===== src/hdl/cst_pkg.sv =====
// Shared types, constants and character-class functions for the token scanner.
`default_nettype none
package cst_pkg;

  localparam int POS_BITS = 32;
  localparam int LEN_BITS = 16;
  localparam int START_BITS = 32;
  localparam int TLEN_BITS = 16;
  localparam int RES_SLOTS = 3;
  localparam int KW_COUNT = 6;

  typedef enum logic [2:0] {
    MODE_IDLE,
    MODE_NUM,
    MODE_WORD,
    MODE_STR,
    MODE_DROP
  } cst_mode_t;

  typedef enum logic [2:0] {
    KIND_KEYWORD,
    KIND_NUMBER,
    KIND_OPERATOR,
    KIND_PUNCT,
    KIND_STRING,
    KIND_END,
    KIND_ERROR
  } cst_kind_t;

  localparam logic [7:0] ERR_NUM_ALPHA = 8'd0;
  localparam logic [7:0] ERR_BAD_WORD = 8'd1;
  localparam logic [7:0] ERR_OPEN_STRING = 8'd2;
  localparam logic [7:0] ERR_BAD_CHAR = 8'd3;

  localparam logic [7:0] KW_TEXT [KW_COUNT][6] = '{
    '{"i", "n", "t", 8'h00, 8'h00, 8'h00},
    '{"r", "e", "t", "u", "r", "n"},
    '{"i", "f", 8'h00, 8'h00, 8'h00, 8'h00},
    '{"e", "l", "s", "e", 8'h00, 8'h00},
    '{"w", "h", "i", "l", "e", 8'h00},
    '{"f", "o", "r", 8'h00, 8'h00, 8'h00}
  };
  localparam logic [2:0] KW_LEN [KW_COUNT] = '{3'd3, 3'd6, 3'd2, 3'd4, 3'd5, 3'd3};

  typedef struct packed {
    cst_kind_t              kind;
    logic [7:0]             detail;
    logic [START_BITS-1:0]  start_offset;
    logic [TLEN_BITS-1:0]   token_length;
  } cst_result_t;

  typedef struct packed {
    logic [1:0]  cnt;
    cst_result_t [RES_SLOTS-1:0] res;
  } cst_bundle_t;

  typedef struct packed {
    logic full;
    logic empty;
  } cst_q_stat_t;

  typedef struct packed {
    logic       hit;
    logic [2:0] idx;
  } cst_kw_hit_t;

  function automatic logic is_digit(logic [7:0] c);
    return (c >= "0") && (c <= "9");
  endfunction

  function automatic logic is_word_start(logic [7:0] c);
    return ((c >= "a") && (c <= "z")) || ((c >= "A") && (c <= "Z")) || (c == "_");
  endfunction

  function automatic logic is_word_char(logic [7:0] c);
    return is_word_start(c) || is_digit(c);
  endfunction

  function automatic logic is_space(logic [7:0] c);
    return (c == " ") || ((c >= 8'd9) && (c <= 8'd13));
  endfunction

  function automatic logic is_op(logic [7:0] c);
    return (c == "+") || (c == "-") || (c == "*") || (c == "/") || (c == "=") ||
           (c == "<") || (c == ">");
  endfunction

  function automatic logic is_punct(logic [7:0] c);
    return (c == ";") || (c == ",") || (c == "(") || (c == ")");
  endfunction

  function automatic logic [LEN_BITS-1:0] sat_inc(logic [LEN_BITS-1:0] v);
    return (v == {LEN_BITS{1'b1}}) ? v : v + LEN_BITS'(1);
  endfunction

  function automatic logic [KW_COUNT-1:0] kw_match(logic [KW_COUNT-1:0] cand,
                                                   logic [LEN_BITS-1:0] len,
                                                   logic [7:0] c);
    logic [KW_COUNT-1:0] r;
    r = cand;
    for (int k = 0; k < KW_COUNT; k++) begin
      if (len >= LEN_BITS'(KW_LEN[k])) begin
        r[k] = 1'b0;
      end else if (KW_TEXT[k][len[2:0]] != c) begin
        r[k] = 1'b0;
      end
    end
    return r;
  endfunction

  function automatic cst_kw_hit_t kw_close(logic [KW_COUNT-1:0] cand,
                                           logic [LEN_BITS-1:0] len);
    cst_kw_hit_t h;
    h = '0;
    for (int k = KW_COUNT - 1; k >= 0; k--) begin
      if (cand[k] && (len == LEN_BITS'(KW_LEN[k]))) begin
        h.hit = 1'b1;
        h.idx = 3'(k);
      end
    end
    return h;
  endfunction

  function automatic cst_result_t make_res(cst_kind_t kind, logic [7:0] detail,
                                           logic [POS_BITS-1:0] start,
                                           logic [LEN_BITS-1:0] len);
    cst_result_t r;
    r.kind = kind;
    r.detail = detail;
    r.start_offset = START_BITS'(start);
    r.token_length = TLEN_BITS'(len);
    return r;
  endfunction

endpackage
`default_nettype wire


===== src/hdl/cst_ifs.sv =====
// Valid/ready channel interfaces for source bytes and tokens.
`default_nettype none
interface cst_in_if;
  logic       valid;
  logic       ready;
  logic [7:0] ch;
  logic       no_byte;
  logic       final_req;
  modport source (output valid, output ch, output no_byte, output final_req, input ready);
  modport sink (input valid, input ch, input no_byte, input final_req, output ready);
endinterface

interface cst_out_if;
  logic                            valid;
  logic                            ready;
  logic [2:0]                      kind;
  logic [7:0]                      detail;
  logic [cst_pkg::START_BITS-1:0]  start_offset;
  logic [cst_pkg::TLEN_BITS-1:0]   token_length;
  logic                            run_end;
  modport source (output valid, output kind, output detail, output start_offset,
                  output token_length, output run_end, input ready);
  modport sink (input valid, input kind, input detail, input start_offset,
                input token_length, input run_end, output ready);
endinterface
`default_nettype wire


===== src/hdl/cst_front.sv =====
// Front end: accepts source bytes, tracks scan state and builds token bundles.
`default_nettype none
module cst_front (
  input  wire logic                  clk,
  input  wire logic                  rst_n,
  cst_in_if.sink                     in_chan,
  input  wire cst_pkg::cst_q_stat_t  q_stat,
  output logic                       push,
  output cst_pkg::cst_bundle_t       push_bundle
);

  cst_pkg::cst_mode_t                    mode_r, mode_nxt;
  logic [cst_pkg::POS_BITS-1:0]          pos_r, pos_nxt;
  logic [cst_pkg::POS_BITS-1:0]          pstart_r, pstart_nxt;
  logic [cst_pkg::LEN_BITS-1:0]          plen_r, plen_nxt;
  logic [cst_pkg::KW_COUNT-1:0]          cand_r, cand_nxt;
  cst_pkg::cst_bundle_t                  bundle;
  logic                                  accept;

  always_comb begin
    logic [7:0]                   c;
    logic                         has_byte;
    logic                         done;
    logic [1:0]                   n;
    cst_pkg::cst_kw_hit_t         hit;
    c = in_chan.ch;
    has_byte = !in_chan.no_byte;
    done = 1'b0;
    n = 2'd0;
    hit = '0;
    bundle = '0;
    mode_nxt = mode_r;
    pos_nxt = pos_r;
    pstart_nxt = pstart_r;
    plen_nxt = plen_r;
    cand_nxt = cand_r;

    if (has_byte && (mode_nxt != cst_pkg::MODE_DROP)) begin
      case (mode_nxt)
        cst_pkg::MODE_NUM: begin
          if (cst_pkg::is_digit(c)) begin
            plen_nxt = cst_pkg::sat_inc(plen_nxt);
            done = 1'b1;
          end else if (cst_pkg::is_word_start(c)) begin
            bundle.res[n] = cst_pkg::make_res(cst_pkg::KIND_ERROR, cst_pkg::ERR_NUM_ALPHA,
                                              pstart_nxt, cst_pkg::sat_inc(plen_nxt));
            n = n + 2'd1;
            mode_nxt = cst_pkg::MODE_DROP;
            done = 1'b1;
          end else begin
            bundle.res[n] = cst_pkg::make_res(cst_pkg::KIND_NUMBER, 8'd0,
                                              pstart_nxt, plen_nxt);
            n = n + 2'd1;
            mode_nxt = cst_pkg::MODE_IDLE;
          end
        end
        cst_pkg::MODE_WORD: begin
          if (cst_pkg::is_word_char(c)) begin
            cand_nxt = cst_pkg::kw_match(cand_nxt, plen_nxt, c);
            plen_nxt = cst_pkg::sat_inc(plen_nxt);
            done = 1'b1;
          end else begin
            hit = cst_pkg::kw_close(cand_nxt, plen_nxt);
            if (hit.hit) begin
              bundle.res[n] = cst_pkg::make_res(cst_pkg::KIND_KEYWORD, 8'(hit.idx),
                                                pstart_nxt, plen_nxt);
              mode_nxt = cst_pkg::MODE_IDLE;
            end else begin
              bundle.res[n] = cst_pkg::make_res(cst_pkg::KIND_ERROR, cst_pkg::ERR_BAD_WORD,
                                                pstart_nxt, plen_nxt);
              mode_nxt = cst_pkg::MODE_DROP;
              done = 1'b1;
            end
            n = n + 2'd1;
          end
        end
        cst_pkg::MODE_STR: begin
          if (c == "\"") begin
            bundle.res[n] = cst_pkg::make_res(cst_pkg::KIND_STRING, 8'd0,
                                              pstart_nxt, plen_nxt);
            n = n + 2'd1;
            mode_nxt = cst_pkg::MODE_IDLE;
          end else begin
            plen_nxt = cst_pkg::sat_inc(plen_nxt);
          end
          done = 1'b1;
        end
        default: begin
        end
      endcase

      if (!done && (mode_nxt == cst_pkg::MODE_IDLE)) begin
        if (cst_pkg::is_space(c)) begin
        end else if (cst_pkg::is_digit(c)) begin
          mode_nxt = cst_pkg::MODE_NUM;
          pstart_nxt = pos_r;
          plen_nxt = cst_pkg::LEN_BITS'(1);
        end else if (cst_pkg::is_word_start(c)) begin
          mode_nxt = cst_pkg::MODE_WORD;
          pstart_nxt = pos_r;
          cand_nxt = cst_pkg::kw_match({cst_pkg::KW_COUNT{1'b1}}, '0, c);
          plen_nxt = cst_pkg::LEN_BITS'(1);
        end else if (c == "\"") begin
          mode_nxt = cst_pkg::MODE_STR;
          pstart_nxt = pos_r + cst_pkg::POS_BITS'(1);
          plen_nxt = '0;
        end else if (cst_pkg::is_op(c)) begin
          bundle.res[n] = cst_pkg::make_res(cst_pkg::KIND_OPERATOR, c, pos_r,
                                            cst_pkg::LEN_BITS'(1));
          n = n + 2'd1;
        end else if (cst_pkg::is_punct(c)) begin
          bundle.res[n] = cst_pkg::make_res(cst_pkg::KIND_PUNCT, c, pos_r,
                                            cst_pkg::LEN_BITS'(1));
          n = n + 2'd1;
        end else begin
          bundle.res[n] = cst_pkg::make_res(cst_pkg::KIND_ERROR, cst_pkg::ERR_BAD_CHAR,
                                            pos_r, cst_pkg::LEN_BITS'(1));
          n = n + 2'd1;
          mode_nxt = cst_pkg::MODE_DROP;
        end
      end
    end

    if (has_byte) begin
      pos_nxt = pos_r + cst_pkg::POS_BITS'(1);
    end

    if (in_chan.final_req) begin
      case (mode_nxt)
        cst_pkg::MODE_NUM: begin
          bundle.res[n] = cst_pkg::make_res(cst_pkg::KIND_NUMBER, 8'd0, pstart_nxt, plen_nxt);
          n = n + 2'd1;
          mode_nxt = cst_pkg::MODE_IDLE;
        end
        cst_pkg::MODE_WORD: begin
          hit = cst_pkg::kw_close(cand_nxt, plen_nxt);
          if (hit.hit) begin
            bundle.res[n] = cst_pkg::make_res(cst_pkg::KIND_KEYWORD, 8'(hit.idx),
                                              pstart_nxt, plen_nxt);
            mode_nxt = cst_pkg::MODE_IDLE;
          end else begin
            bundle.res[n] = cst_pkg::make_res(cst_pkg::KIND_ERROR, cst_pkg::ERR_BAD_WORD,
                                              pstart_nxt, plen_nxt);
            mode_nxt = cst_pkg::MODE_DROP;
          end
          n = n + 2'd1;
        end
        cst_pkg::MODE_STR: begin
          bundle.res[n] = cst_pkg::make_res(cst_pkg::KIND_ERROR, cst_pkg::ERR_OPEN_STRING,
                                            pstart_nxt, plen_nxt);
          n = n + 2'd1;
          mode_nxt = cst_pkg::MODE_DROP;
        end
        default: begin
        end
      endcase
      if (mode_nxt != cst_pkg::MODE_DROP) begin
        bundle.res[n] = cst_pkg::make_res(cst_pkg::KIND_END, 8'd0, pos_nxt, '0);
        n = n + 2'd1;
      end
      mode_nxt = cst_pkg::MODE_IDLE;
      pos_nxt = '0;
      pstart_nxt = '0;
      plen_nxt = '0;
      cand_nxt = {cst_pkg::KW_COUNT{1'b1}};
    end
    bundle.cnt = n;
  end

  always_comb begin
    in_chan.ready = !q_stat.full;
    accept = in_chan.valid && in_chan.ready;
    push = accept && (bundle.cnt != 2'd0);
    push_bundle = bundle;
  end

  always_ff @(posedge clk) begin
    if (!rst_n) begin
      mode_r <= cst_pkg::MODE_IDLE;
      pos_r <= '0;
      pstart_r <= '0;
      plen_r <= '0;
      cand_r <= {cst_pkg::KW_COUNT{1'b1}};
    end else if (accept) begin
      mode_r <= mode_nxt;
      pos_r <= pos_nxt;
      pstart_r <= pstart_nxt;
      plen_r <= plen_nxt;
      cand_r <= cand_nxt;
    end
  end

endmodule
`default_nettype wire


===== src/hdl/cst_queue.sv =====
// Two-entry queue of token bundles between the front and back ends.
`default_nettype none
module cst_queue (
  input  wire logic                  clk,
  input  wire logic                  rst_n,
  input  wire logic                  push,
  input  wire cst_pkg::cst_bundle_t  push_bundle,
  input  wire logic                  pop,
  output cst_pkg::cst_q_stat_t       q_stat,
  output cst_pkg::cst_bundle_t       head
);

  cst_pkg::cst_bundle_t mem_r [2];
  logic                 wr_ptr_r, wr_ptr_nxt;
  logic                 rd_ptr_r, rd_ptr_nxt;
  logic [1:0]           cnt_r, cnt_nxt;

  always_comb begin
    wr_ptr_nxt = push ? !wr_ptr_r : wr_ptr_r;
    rd_ptr_nxt = pop ? !rd_ptr_r : rd_ptr_r;
    cnt_nxt = cnt_r + {1'b0, push} - {1'b0, pop};
    q_stat.full = (cnt_r == 2'd2);
    q_stat.empty = (cnt_r == 2'd0);
    head = mem_r[rd_ptr_r];
  end

  always_ff @(posedge clk) begin
    if (push) begin
      mem_r[wr_ptr_r] <= push_bundle;
    end
  end

  always_ff @(posedge clk) begin
    if (!rst_n) begin
      wr_ptr_r <= 1'b0;
      rd_ptr_r <= 1'b0;
      cnt_r <= 2'd0;
    end else begin
      wr_ptr_r <= wr_ptr_nxt;
      rd_ptr_r <= rd_ptr_nxt;
      cnt_r <= cnt_nxt;
    end
  end

endmodule
`default_nettype wire


===== src/hdl/cst_back.sv =====
// Back end: sends the tokens of the head bundle one word at a time.
`default_nettype none
module cst_back (
  input  wire logic                  clk,
  input  wire logic                  rst_n,
  input  wire cst_pkg::cst_bundle_t  head,
  input  wire cst_pkg::cst_q_stat_t  q_stat,
  output logic                       pop,
  cst_out_if.source                  out_chan
);

  logic [1:0]           idx_r, idx_nxt;
  logic                 last;
  logic                 fire;
  cst_pkg::cst_result_t cur;

  always_comb begin
    cur = head.res[idx_r];
    last = (idx_r == (head.cnt - 2'd1));
    out_chan.valid = !q_stat.empty;
    out_chan.kind = cur.kind;
    out_chan.detail = cur.detail;
    out_chan.start_offset = cur.start_offset;
    out_chan.token_length = cur.token_length;
    out_chan.run_end = last;
    fire = out_chan.valid && out_chan.ready;
    pop = fire && last;
    if (pop) begin
      idx_nxt = 2'd0;
    end else if (fire) begin
      idx_nxt = idx_r + 2'd1;
    end else begin
      idx_nxt = idx_r;
    end
  end

  always_ff @(posedge clk) begin
    if (!rst_n) begin
      idx_r <= 2'd0;
    end else begin
      idx_r <= idx_nxt;
    end
  end

endmodule
`default_nettype wire


===== src/hdl/c_subset_token_scanner.sv =====
// Top level of the token scanner: front end, bundle queue and back end.
`default_nettype none
// The scanner takes one source word per clock cycle and produces zero to three tokens
// for it; the tokens of one input word leave in order, one per output handshake, the
// last one flagged with run_end. A two-entry queue of token bundles decouples input and
// output, so input is accepted every cycle as long as each word yields at most one token
// on average; a word that yields several tokens holds the output port until its last one
// is sent, and the input stalls once two bundles are waiting. The bundle of an accepted
// word is registered in the queue before its first token is offered.
module c_subset_token_scanner (
  input  wire logic  clk,
  input  wire logic  rst_n,
  cst_in_if.sink     in_chan,
  cst_out_if.source  out_chan
);

  logic                 push;
  logic                 pop;
  cst_pkg::cst_bundle_t push_bundle;
  cst_pkg::cst_bundle_t head;
  cst_pkg::cst_q_stat_t q_stat;

  cst_front u_front (
    .clk         (clk),
    .rst_n       (rst_n),
    .in_chan     (in_chan),
    .q_stat      (q_stat),
    .push        (push),
    .push_bundle (push_bundle)
  );

  cst_queue u_queue (
    .clk         (clk),
    .rst_n       (rst_n),
    .push        (push),
    .push_bundle (push_bundle),
    .pop         (pop),
    .q_stat      (q_stat),
    .head        (head)
  );

  cst_back u_back (
    .clk      (clk),
    .rst_n    (rst_n),
    .head     (head),
    .q_stat   (q_stat),
    .pop      (pop),
    .out_chan (out_chan)
  );

  a_full_stalls_input: assert property (@(posedge clk) disable iff (!rst_n)
    q_stat.full |-> !in_chan.ready)
    else $error("input accepted while the bundle queue is full");

  a_push_not_empty: assert property (@(posedge clk) disable iff (!rst_n)
    push |-> (push_bundle.cnt != 2'd0))
    else $error("empty bundle pushed into the queue");

  a_end_is_last: assert property (@(posedge clk) disable iff (!rst_n)
    (out_chan.valid && (out_chan.kind == cst_pkg::KIND_END)) |->
      (out_chan.run_end && (out_chan.token_length == 16'd0)))
    else $error("end token is not the last word of its bundle");

  a_pop_on_last: assert property (@(posedge clk) disable iff (!rst_n)
    pop |-> (out_chan.run_end && !q_stat.empty))
    else $error("bundle popped before its last token was sent");

endmodule
`default_nettype wire


===== src/flat_wrapper.sv =====
// flat-port wrapper written by rule: the top's interface ports become plain ports
module c_subset_token_scanner_flat 
  (clk, rst_n, in_chan_valid, in_chan_ch, in_chan_no_byte, in_chan_final_req, in_chan_ready, out_chan_valid, out_chan_kind, out_chan_detail, out_chan_start_offset, out_chan_token_length, out_chan_run_end, out_chan_ready);
  cst_in_if in_chan_i ();
  cst_out_if out_chan_i ();
  input  wire logic clk;
  input  wire logic rst_n;
  input wire logic [$bits(in_chan_i.valid)-1:0] in_chan_valid;
  input wire logic [$bits(in_chan_i.ch)-1:0] in_chan_ch;
  input wire logic [$bits(in_chan_i.no_byte)-1:0] in_chan_no_byte;
  input wire logic [$bits(in_chan_i.final_req)-1:0] in_chan_final_req;
  output wire logic [$bits(in_chan_i.ready)-1:0] in_chan_ready;
  output wire logic [$bits(out_chan_i.valid)-1:0] out_chan_valid;
  output wire logic [$bits(out_chan_i.kind)-1:0] out_chan_kind;
  output wire logic [$bits(out_chan_i.detail)-1:0] out_chan_detail;
  output wire logic [$bits(out_chan_i.start_offset)-1:0] out_chan_start_offset;
  output wire logic [$bits(out_chan_i.token_length)-1:0] out_chan_token_length;
  output wire logic [$bits(out_chan_i.run_end)-1:0] out_chan_run_end;
  input wire logic [$bits(out_chan_i.ready)-1:0] out_chan_ready;
  assign in_chan_i.valid = in_chan_valid;
  assign in_chan_i.ch = in_chan_ch;
  assign in_chan_i.no_byte = in_chan_no_byte;
  assign in_chan_i.final_req = in_chan_final_req;
  assign in_chan_ready = in_chan_i.ready;
  assign out_chan_valid = out_chan_i.valid;
  assign out_chan_kind = out_chan_i.kind;
  assign out_chan_detail = out_chan_i.detail;
  assign out_chan_start_offset = out_chan_i.start_offset;
  assign out_chan_token_length = out_chan_i.token_length;
  assign out_chan_run_end = out_chan_i.run_end;
  assign out_chan_i.ready = out_chan_ready;
  c_subset_token_scanner u_core (.clk(clk), .rst_n(rst_n), .in_chan(in_chan_i), .out_chan(out_chan_i));
endmodule

===== config.mk =====
export PLATFORM = sky130hd
export DESIGN_NAME = c_subset_token_scanner_flat
export DESIGN_NICKNAME = d
export VERILOG_FILES = /design/src/hdl/cst_pkg.sv /design/src/hdl/cst_ifs.sv /design/src/hdl/cst_front.sv /design/src/hdl/cst_queue.sv /design/src/hdl/cst_back.sv /design/src/hdl/c_subset_token_scanner.sv /design/src/flat_wrapper.sv
export SDC_FILE = /design/constraint.sdc
export NUM_CORES = 1
export LEC_CHECK = 0
export BUFFER_PORTS_ARGS = -buffer_cell sky130_fd_sc_hd__buf_2
export CAP_MARGIN = 20
export CORE_MARGIN = 2
export CORE_UTILIZATION = 59
export CTS_BUF_LIST = sky130_fd_sc_hd__clkbuf_2 sky130_fd_sc_hd__clkbuf_4 sky130_fd_sc_hd__clkbuf_8
export CTS_CLUSTER_SIZE = 25
export DETAILED_ROUTE_END_ITERATION = 6
export PLACE_DENSITY_LB_ADDON = 0.3
export SLEW_MARGIN = 20
export SYNTH_ARGS = -nofsm -noshare
export SYNTH_HDL_FRONTEND = slang
export SYNTH_SLANG_ARGS = --single-unit
export TNS_END_PERCENT = 50

===== constraint.sdc =====
create_clock -name clk -period 12.5 [get_ports clk]
set_clock_uncertainty 0.2 [all_clocks]
set_input_delay 1.25 -clock clk [delete_from_list [all_inputs] [get_ports clk]]
set_output_delay 1.25 -clock clk [all_outputs]
set_load 0.02 [all_outputs]

# [Word-level counts from Yosys, hierarchy flattened]
# Memories as Yosys holds them, arrays and structs flattened. A register that Yosys moved wholly into a read port is not among the register bits.
# Cells that the tools add are included.
[totals] romBits=384 memories=7 output_inout_bits=62 elab_cells=298 regBits=95 ramBits=358 in_bits=14
[op_classes] bitwise=2 n_reduce_logical=49 addsub=9 n_eq_ne=46 mux=155 order_cmp=21
[memory_table] name="u_core.u_queue.mem_r" words=2 word_bits=179 rd=1 rd_clocked_by_memory_dff=1 wr=1 line_no="cst_queue.sv:13" source="cst_pkg::cst_bundle_t mem_r [2];"
[memory_table] name="(name not given)" words=8 word_bits=8 rd=1 rd_clocked_by_memory_dff=0 wr=0 line_no="cst_pkg.sv:104" source="end else if (KW_TEXT[k][len[2:0]] != c) begin"
[memory_table] name="(name not given)" words=8 word_bits=8 rd=1 rd_clocked_by_memory_dff=0 wr=0 line_no="cst_pkg.sv:104"
[memory_table] name="(name not given)" words=8 word_bits=8 rd=1 rd_clocked_by_memory_dff=0 wr=0 line_no="cst_pkg.sv:104"
[memory_table] name="(name not given)" words=8 word_bits=8 rd=1 rd_clocked_by_memory_dff=0 wr=0 line_no="cst_pkg.sv:104"
[memory_table] name="(name not given)" words=8 word_bits=8 rd=1 rd_clocked_by_memory_dff=0 wr=0 line_no="cst_pkg.sv:104"
[memory_table] name="1 more memories"
[op_table] op="177-bit two-way mux" n=12
[op_table] op="177-bit bitwise mux" n=8
[op_table] op="59-bit two-way mux" n=10
[op_table] op="177-bit case mux with 3 select lines" n=1
[op_table] op="59-bit demux with 2-bit select" n=3
[op_table] op="32-bit two-way mux" n=9
[op_table] op="59-bit case mux with 3 select lines" n=1
[op_table] op="16-bit two-way mux" n=11
[op_table] op="59-bit binary-select mux with 2-bit select" n=1
[op_table] op="8-bit by 6-bit == test with 1-bit output (second input constant)" n=13
[op_table] op="16-bit by 3-bit == test with 1-bit output (second input constant)" n=6
[op_table] op="8-bit two-way mux" n=12
[op_table] op="4-bit two-way mux" n=17
[op_table] op="16-bit by 2-bit == test with 1-bit output (second input constant)" n=4
[op_table] op="3-bit two-way mux" n=17
[op_table] op="16-bit by 3-bit greater-or-equal comparator with 1-bit output (second input constant)" n=3
[op_table] op="6-bit two-way mux" n=8
[op_table] op="8-bit != test" n=6
[op_table] op="16-bit case mux with 3 select lines" n=1
[op_table] op="7-bit by 8-bit != test with 1-bit output (first input constant)" n=5
[op_table] op="32-bit by 1-bit adder with 32-bit output (second input constant)" n=1
[op_table] op="16-bit by 2-bit greater-or-equal comparator with 1-bit output (second input constant)" n=2
[op_table] op="1-bit two-way mux" n=29
[op_table] op="1-bit logical AND" n=25
[op_table] op="other kinds (33)" n=77

# [Longest topological paths before layout]
# Gate-level depths: netlist (run 1).
[depth] word_depth=39 ltp_mapped=26 depth_no_buf=23

# [Modules after synthesis]
# Synthesis (run 1) repeated with hierarchy kept, for this count alone.
[hier_totals] cells_unflattened=2578 hier_area_um2=26148.8
[modules_own_cells] mod="cst_queue" area_per_inst_um2=13554.2 cells_each=578 seq_area_each_um2=10850.4 instances=1
[modules_own_cells] mod="cst_front" area_per_inst_um2=11209.5 cells_each=1785 seq_area_each_um2=1781.7 instances=1
[modules_own_cells] mod="cst_back" area_per_inst_um2=1385.1 cells_each=215 seq_area_each_um2=40.0 instances=1

# [Least setup slack after synthesis (run 1)]
# OpenSTA, ideal clock, no wires.
[synth_path] path_type="input-to-reg" start="in in_chan_ch[2]" end="mem u_core.u_queue.mem_r[0][0] in the netlist's numbering (enable)" t_required_ns=11.589 path_buffers=5 stages=21 setup_ns=0.711 path_slack_ns=-0.999 arrival_ns=12.588 path_cell_list="buf_2 -> nor4b_2 -> and4_1 -> buf_2 -> clkbuf_1 -> nand3_1 -> nand3_1 -> clkbuf_1 -> buf_1 -> ha_1 -> nor4_1 -> nor3_1 -> inv_1 -> ha_1 -> mux2i_1 -> ha_1 -> o21ai_0 -> nor4_1 -> a221oi_2 -> o31ai_4 -> nor2_1"
[synth_lines] item="start: declaration" line_no="flat_wrapper.sv:9" source="input wire logic [$bits(in_chan_i.ch)-1:0] in_chan_ch;"
[synth_lines] item="end: declaration" line_no="cst_queue.sv:13"

==> impl_metrics.json, run 1 <==
{
  "synth_compound_gate_area_share_pct": 18.26,
  "cts_hold_repair.buffers": 0,
  "setup_viol": 0,
  "fmaxAchievable_mhz": 138.4,
  "relSlewSlack_pct": 23.54,
  "cts.sinks": 444,
  "number_of_flops_mapped_to_enable_cells_by_yosys": 348,
  "endpoint_kind": "flop",
  "dpl.hpwl_um": 44600,
  "chipHeight_um": 209.0,
  "post_synth_inst_count": 2408,
  "ys_seq_area_share_pct": 49.92,
  "cts_max_path_buffers": 3,
  "maxSlewViolCount": 0,
  "pin_count_of_the_biggest_net_entering_global_routing": 175,
  "timing.critical_path.arrival_ns": 7.28,
  "synth.area.mux_share_pct": 8.284,
  "via_count": 20144,
  "syn_avg_cell_area_um2": 10.29,
  "post_layout_nonfiller_instances": 2971,
  "worst_ir_drop_vdd_mv": 0.07365,
  "crit_type": "reg2reg",
  "final_min_period_over_clock_period_pct": 57.82,
  "io_buffers": 75,
  "grt.overflow.total": 0,
  "worst_pin_slew_ns": 1.144,
  "place_congestion": 0.9512,
  "synth-main-ff-cell": "edfxtp_1",
  "cts_htree_levels": 3,
  "drt_wl_total_um": 71170,
  "cts_buffer_count": 73,
  "placed_cells_incl_taps": 2838,
  "clkTransAtPathRegs_ns": 0.07,
  "dr.pass1.iters": 7,
  "drt_iter0_markers": 2783,
  "placementRows": 75,
  "clk_root_buffer_cell": "clkbuf_8",
  "synth_warnings": 0,
  "cts.repair_timing.setup_buffer_count": 0,
  "yosysUniqueCellTypes": 95,
  "antenna_violating_nets_post_route": 0,
  "cell_area_after_synthesis_mm2": 0.02479,
  "ff2ff_path_depth": 15,
  "post_drt_via_cell_ratio": 6.780,
  "holdPathStages": 2,
  "timing.final.hold_violations": 0,
  "holdWs_ns": 0.3226,
  "areaGrowthSynthToFinish_pct": 7.966,
  "post_cts.resized_instances": 0,
  "power-per-cell-area_mw_per_mm2": 138.5,
  "hold_path.class": "reg2reg",
  "synth_xor_xnor_area_share_pct": 2.085,
  "worst_setup_path_start_kind": "flop",
  "detail_route.wl_per_cell_um": 23.95,
  "first_global_vias": 18761,
  "insertion_delay_ns": 0.65,
  "failing_checks": "design-rule violations",
  "main_combinational_cell_family_by_area_after_synthesis": "compound AO/OA/AOI/OAI gates",
  "path_max_fanout": 174,
  "initial_antenna_violation_count": 0,
  "die_x_um": 209.0,
  "totalPowerFinal_uw": 3706,
  "power.leakage_uw": 0.008864,
  "period_needed_ns": 7.227,
  "start_util_pct": 59.49,
  "synth_async_sr_flop_share_pct": 0,
  "critPathRequiredTime_ns": 12.55,
  "post-route-drc-count": 2,
  "drive_gt1_share_pct": 14.27,
  "design.core.area_mm2": 0.04167,
  "synth.ff_latch_count": 444,
  "adder_and_majority_cell_fraction_of_the_synthesized_area_pct": 0.9087,
  "maxCapViolCount": 0,
  "num_io_pins": 76,
  "gr-usage-all-layers_pct": 32.32,
  "finalNetCount": 2406,
  "tritoncts": "yes",
  "synth-simple-area-share_pct": 15.30,
  "fp.dieArea_mm2": 0.04366,
  "rsz0062_at_grt": "no",
  "status": "complete, but fails checks",
  "utilization_pct": 64.23,
  "grt_pass1_wl_um": 109000
}
## per-layer routing
layer / vias up / wire, µm / GRT usage (%)
li1: 8979 / - / -
met1: 9717 / 30470 / 48.64
met2: 1298 / 30250 / 45.69
met3: 150 / 8606 / 8.221
met4: 0 / 1836 / 10.76
met5: - / 0 / 0
## flip-flops by register name, indices dropped and copies added (netlist names), named ones only
name	cells
u_core.u_back.idx_r	2
u_core.u_front.cand_r	6
u_core.u_front.mode_r	3
u_core.u_front.plen_r	16
u_core.u_front.pos_r	32
u_core.u_front.pstart_r	32
u_core.u_queue.cnt_r	2
u_core.u_queue.mem_r	348
u_core.u_queue.rd_ptr_r	1
u_core.u_queue.wr_ptr_r	1
## power by group
part	leakage, µW	total [µW]	switching [µW]	internal (µW)
clock	0.000759	1260	585	678
sequential	0.00400	1760	36.0	1720
combinational	0.00411	687	460	226
total	0.00886	3710	1080	2630
## placed cells by master, fill, tap and decap left out, drive strengths merged, types with 10 or more instances in the layout
master,n
clkbuf,106
o31ai,10
or2,10
nand3,124
nor4,12
o21ai,106
nor2,199
nand4,13
mux2i,69
nand2,186
a21oi,128
nand2b,15
edfxtp,348
o211ai,40
xnor2,28
o22ai,89
and3,21
buf,111
or3,18
a22o,12
and2,35
a22oi,155
mux4,59
clkinv,20
inv,94
nor3,28
a31oi,19
nor2b,77
ha,18
o32ai,10
dfxtp,96
xor2,31
a211oi,10
## logic make-up (layout without fill, tap and decap cells)
logic type,after synthesis,in the layout
AOI/OAI and AO/OA,663,663
muxes,131,131
adders and majority gates,18,18
DFF,444,444
and+or+nand+nor,773,773
buffers and inverters,319,335
other,1,9
xor gates and xnor gates,59,59
## synthesized netlist by cell type (all sizes together), types with 5 or more instances
library cell    n  share of area, %
edfxtp        348                42
nor2          199               3.0
nand2         186               2.8
clkbuf        164               2.5
a22oi         155               4.7
a21oi         128               2.6
nand3         124               2.5
o21ai         106               2.2
dfxtp          96               7.8
inv            92               1.4
o22ai          89               2.2
nor2b          77               1.9
mux2i          69               2.8
buf            63               1.3
mux4           59               5.4
o211ai         40               1.3
and2           35              0.88
xor2           31               1.1
nor3           28              0.61
xnor2          28              0.99
and3           21              0.53
a31oi          19              0.50
ha             18              0.91
or3            18              0.45
nand2b         15              0.38
nand4          13              0.33
a22o           12              0.42
nor4           12              0.30
a211oi         10              0.39
o31ai          10              0.36
o32ai          10              0.35
or2            10              0.25
o22a            9              0.32
a211o           8              0.28
a21o            8              0.25
o32a            8              0.32
o21a            7              0.21
nand3b          6              0.18
nor3b           6              0.18
nor4b           6              0.24
and4            5              0.18
## per-stage QoR
stage / setup WS, ns / instance area [µm²] / TNS (ns)
3_5_place_dp: 4.964 / 25310 / 0
5_1_grt: 4.990 / 26760 / 0
4_1_cts: 5.496 / 26750 / 0
6_report: 5.273 / 26760 / 0
2_1_floorplan: -0.9992 / 24810 / -347.73
3_3_place_gp: 5.121 / 25280 / 0
## path summary, 6_finish.rpt
check | endpoint | start | slack, ns
setup / recovery | u_core.u_queue.mem_r[0][83] | u_core.u_front.plen_r[1] | 5.27
setup reg to reg | u_core.u_queue.mem_r[0][83] | u_core.u_front.plen_r[1] | 5.27
hold / removal | u_core.u_queue.wr_ptr_r | u_core.u_queue.wr_ptr_r | 0.32
hold reg to reg | u_core.u_queue.wr_ptr_r | u_core.u_queue.wr_ptr_r | 0.32
## worst max-delay path, cell delays in order, from the launching register on
cell and delay (ns):
dfxtp_1 0.73, ha_1 0.55, or4b_1 0.54, a41o_1 0.33, o221a_4 0.36, nor2_4 0.90
a211oi_4 0.17, nor2_1 0.49, mux2i_1 0.42, ha_1 0.30, o21ai_0 0.08, nor4_1 0.08
a221oi_2 0.40, o31ai_4 0.18, nor2_4 0.16, buf_12 0.66
## layout make-up
cell class / instances / area, µm²
fillers: 3271 / 14910
flip-flops and latches: 444 / 12380
multi-input cells: 1652 / 11220
clock buffers: 106 / 1315
repair buffers: 111 / 693.2
well taps: 539 / 674.4
inverters: 92 / 345.3
clock inverters: 26 / 132.6
diodes: 1 / 2.502
Note: power is estimated with default switching activity, not from simulation.
==> run 2, diff against run 1 <==
==> constraint.sdc (replaced) <==
create_clock -name clk -period 5.9 [get_ports clk]
set_clock_uncertainty 0.2 [all_clocks]
set_input_delay 0.59 -clock clk [delete_from_list [all_inputs] [get_ports clk]]
set_output_delay 0.59 -clock clk [all_outputs]
set_load 0.02 [all_outputs]
==> impl_metrics.json, run 2 (same netlist as run 1, synthesis figures left out) <==
{
  "largest_registers": "u_core.u_queue.mem_r: 348 flops, u_core.u_front.pos_r: 32 flops, u_core.u_front.pstart_r: 32 flops",
  "timing.hold.worst_endpoint": "u_core.u_back.idx_r[0]",
  "io_buffers": 75,
  "cts_hold_repair.buffers": 0,
  "holdPathStages": 4,
  "path_max_fanout": 38,
  "crit_slowest_cell": "dfxtp_2",
  "tritoncts": "yes",
  "status": "finished clean",
  "post_cts.resized_instances": 0,
  "drt_iter0_markers": 2600,
  "worstHoldStart": "out_chan_ready",
  "hold_path.class": "in2reg",
  "period_needed_ns": 5.655,
  "dpl.hpwl_um": 48220,
  "met3_wirelength_um": 7688,
  "fmaxAchievable_mhz": 176.8,
  "relSlewSlack_pct": 28.75,
  "total_inserted_antenna_cells": 0,
  "finalNetCount": 2481,
  "largest_register_ff_count": 348,
  "maxCapViolCount": 0,
  "design.core.area_mm2": 0.04167,
  "setup_viol": 0,
  "worst_setup_path_start_kind": "flop",
  "totalPowerFinal_uw": 8087,
  "ff2ff_path_depth": 19,
  "drive_gt1_share_pct": 17.62,
  "crit_path_cell_count": 19,
  "final.fill_count": 3253,
  "num_io_pins": 76,
  "cts_htree_levels": 3,
  "post-route-drc-count": 0,
  "critPathRequiredTime_ns": 6.04,
  "detail_route.wl_per_cell_um": 23.99,
  "cts.repair_timing.setup_buffer_count": 0,
  "layout_common_cells": "348 x edfxtp_1, 192 x nor2_1, 184 x nand2_1",
  "cts.sinks": 444,
  "timing.critical_path.arrival_ns": 5.79,
  "stdcell_area_mm2": 0.02761,
  "endpoint_kind": "flop",
  "r2r_setup_slack_ns": 0.25,
  "critical_path.reg2reg.endpoint": "u_core.u_queue.mem_r[0][23]",
  "post_layout_nonfiller_instances": 3048,
  "die_x_um": 209.0,
  "detail_route_met2_wl_um": 32410,
  "placed_cells_incl_taps": 2912,
  "crit_path_max_delay_family": "compound AO/OA/AOI/OAI gates",
  "antenna_violating_nets_post_route": 0,
  "drt_wl_total_um": 73140,
  "launch_instance_of_the_worst_register_to_register_path": "u_core.u_front.plen_r[0]",
  "fp.dieArea_mm2": 0.04366,
  "crit_path_cell_trace": "ha_1 -> or4b_1 -> a41o_1 -> o221a_4 -> nor2_2 -> a21oi_1 -> nor3_2 -> inv_2 -> ha_4 -> mux2i_4 -> ha_1 -> mux2i_1 -> mux2i_1 -> a221oi_2 -> o31ai_4 -> buf_4 -> nor2_4 -> buf_12 -> buf_12",
  "via_count": 20490,
  "mostFrequentLayoutCell": "edfxtp_1",
  "initial_antenna_violation_count": 0,
  "cts_max_path_buffers": 3,
  "timing.final.hold_violations": 0,
  "cts_buffer_count": 74,
  "crit_path_max_incr_delay_ns": 0.60,
  "registers.top_by_ff_count": "u_core.u_queue.mem_r",
  "gr-usage-all-layers_pct": 33.60,
  "insertion_delay_ns": 0.68,
  "routedLengthMet1_um": 31310,
  "areaGrowthSynthToFinish_pct": 11.38,
  "power.leakage_uw": 0.009345,
  "worstPathBufferInverterCount": 4,
  "maxSlewViolCount": 0,
  "clk_root_buffer_cell": "clkbuf_8",
  "power-per-cell-area_mw_per_mm2": 293.0,
  "post_drt_via_cell_ratio": 6.722,
  "worst_ir_drop_vdd_mv": 0.2055,
  "pin_count_of_the_biggest_net_entering_global_routing": 109,
  "crit_type": "reg2reg",
  "placementRows": 75,
  "chipHeight_um": 209.0,
  "postPlaceCellArea_mm2": 0.02607,
  "start_util_pct": 59.49,
  "grt_pass1_wl_um": 113600,
  "rsz0062_at_grt": "no",
  "final_min_period_over_clock_period_pct": 95.84,
  "clkTransAtPathRegs_ns": 0.06,
  "worst_pin_slew_ns": 1.069,
  "place_congestion": 0.9998,
  "dr.pass1.iters": 7,
  "dr.max_layer_used": "met4",
  "grt.overflow.total": 0,
  "first_global_vias": 19673
}
## run 2: changes by cell type in the layout (fill, tap and decap cells not counted), sizes merged
| cell | previous run | this run |
|---|---|---|
| diode | 1 | 0 |
| inv | 94 | 97 |
| clkinvlp | 4 | 1 |
| clkinv | 20 | 22 |
| bufinv | 0 | 3 |
| buf | 111 | 185 |
| clkbuf | 106 | 105 |
## run 2: final cells by class
cell class              instances  area, µm²  share of cell area (%)
clock buffers                 105       1282                   4.646
flip-flops and latches        444      12380                   44.84
well taps                     539      674.4                   2.443
repair buffers                185       1341                   4.859
inverters                      92      345.3                   1.251
multi-input cells            1652      11330                   41.03
clock inverters                31      255.2                  0.9246
## run 2: routing by layer
metal | global-route usage [%] | vias to the layer above
met5 | 0 | -
met4 | 10.96 | 0
met3 | 6.733 | 150
met2 | 50.30 | 1214
met1 | 49.44 | 9998
li1 | - | 9128
## run 2: through the flow
stage	setup slack, ns	utilization, %	TNS [ns]	hold slack (ns)
2_1_floorplan	-1.169	-	-403.12	0.2806
3_3_place_gp	0.3879	62.56	0	0.2925
3_5_place_dp	0.2436	62.56	0	0.3033
4_1_cts	0.3828	66.26	0	0.1112
5_1_grt	0.01566	66.26	0	0.2152
6_report	0.2452	66.26	0	0.1449
## run 2: power by group
| part | switching [µW] | internal (µW) | total, µW |
|---|---|---|---|
| sequential | 73.0 | 3640 | 3710 |
| clock | 1280 | 1550 | 2840 |
| combinational | 1000 | 538 | 1540 |
## run 2: worst max path at each step
| stage | from | endpoint | slack, ns |
|---|---|---|---|
| 3_3_place_gp | in_chan_ch[1] | u_core.u_queue.mem_r[0][26] | 0.39 |
| 3_5_place_dp | in_chan_ch[1] | u_core.u_queue.mem_r[0][23] | 0.24 |
| 5_1_grt | u_core.u_front.plen_r[0] | u_core.u_queue.mem_r[0][87] | 0.02 |
| 4_1_cts | u_core.u_front.plen_r[0] | u_core.u_queue.mem_r[0][23] | 0.38 |
| 6_report | u_core.u_front.plen_r[0] | u_core.u_queue.mem_r[0][23] | 0.25 |
| 2_1_floorplan | in_chan_ch[2] | u_core.u_queue.mem_r[0][0] | -1.17 |
## run 2: worst register-to-register path, cell delays in order (launching register included)
cell and delay [ns]:
dfxtp_2 0.60, ha_1 0.24, or4b_1 0.51, a41o_1 0.29, o221a_4 0.37, nor2_2 0.23
a21oi_1 0.11, nor3_2 0.34, inv_2 0.13, ha_4 0.27, mux2i_4 0.18, ha_1 0.27
mux2i_1 0.14, mux2i_1 0.10, a221oi_2 0.40, o31ai_4 0.09, buf_4 0.20, nor2_4 0.16
buf_12 0.21, buf_12 0.27
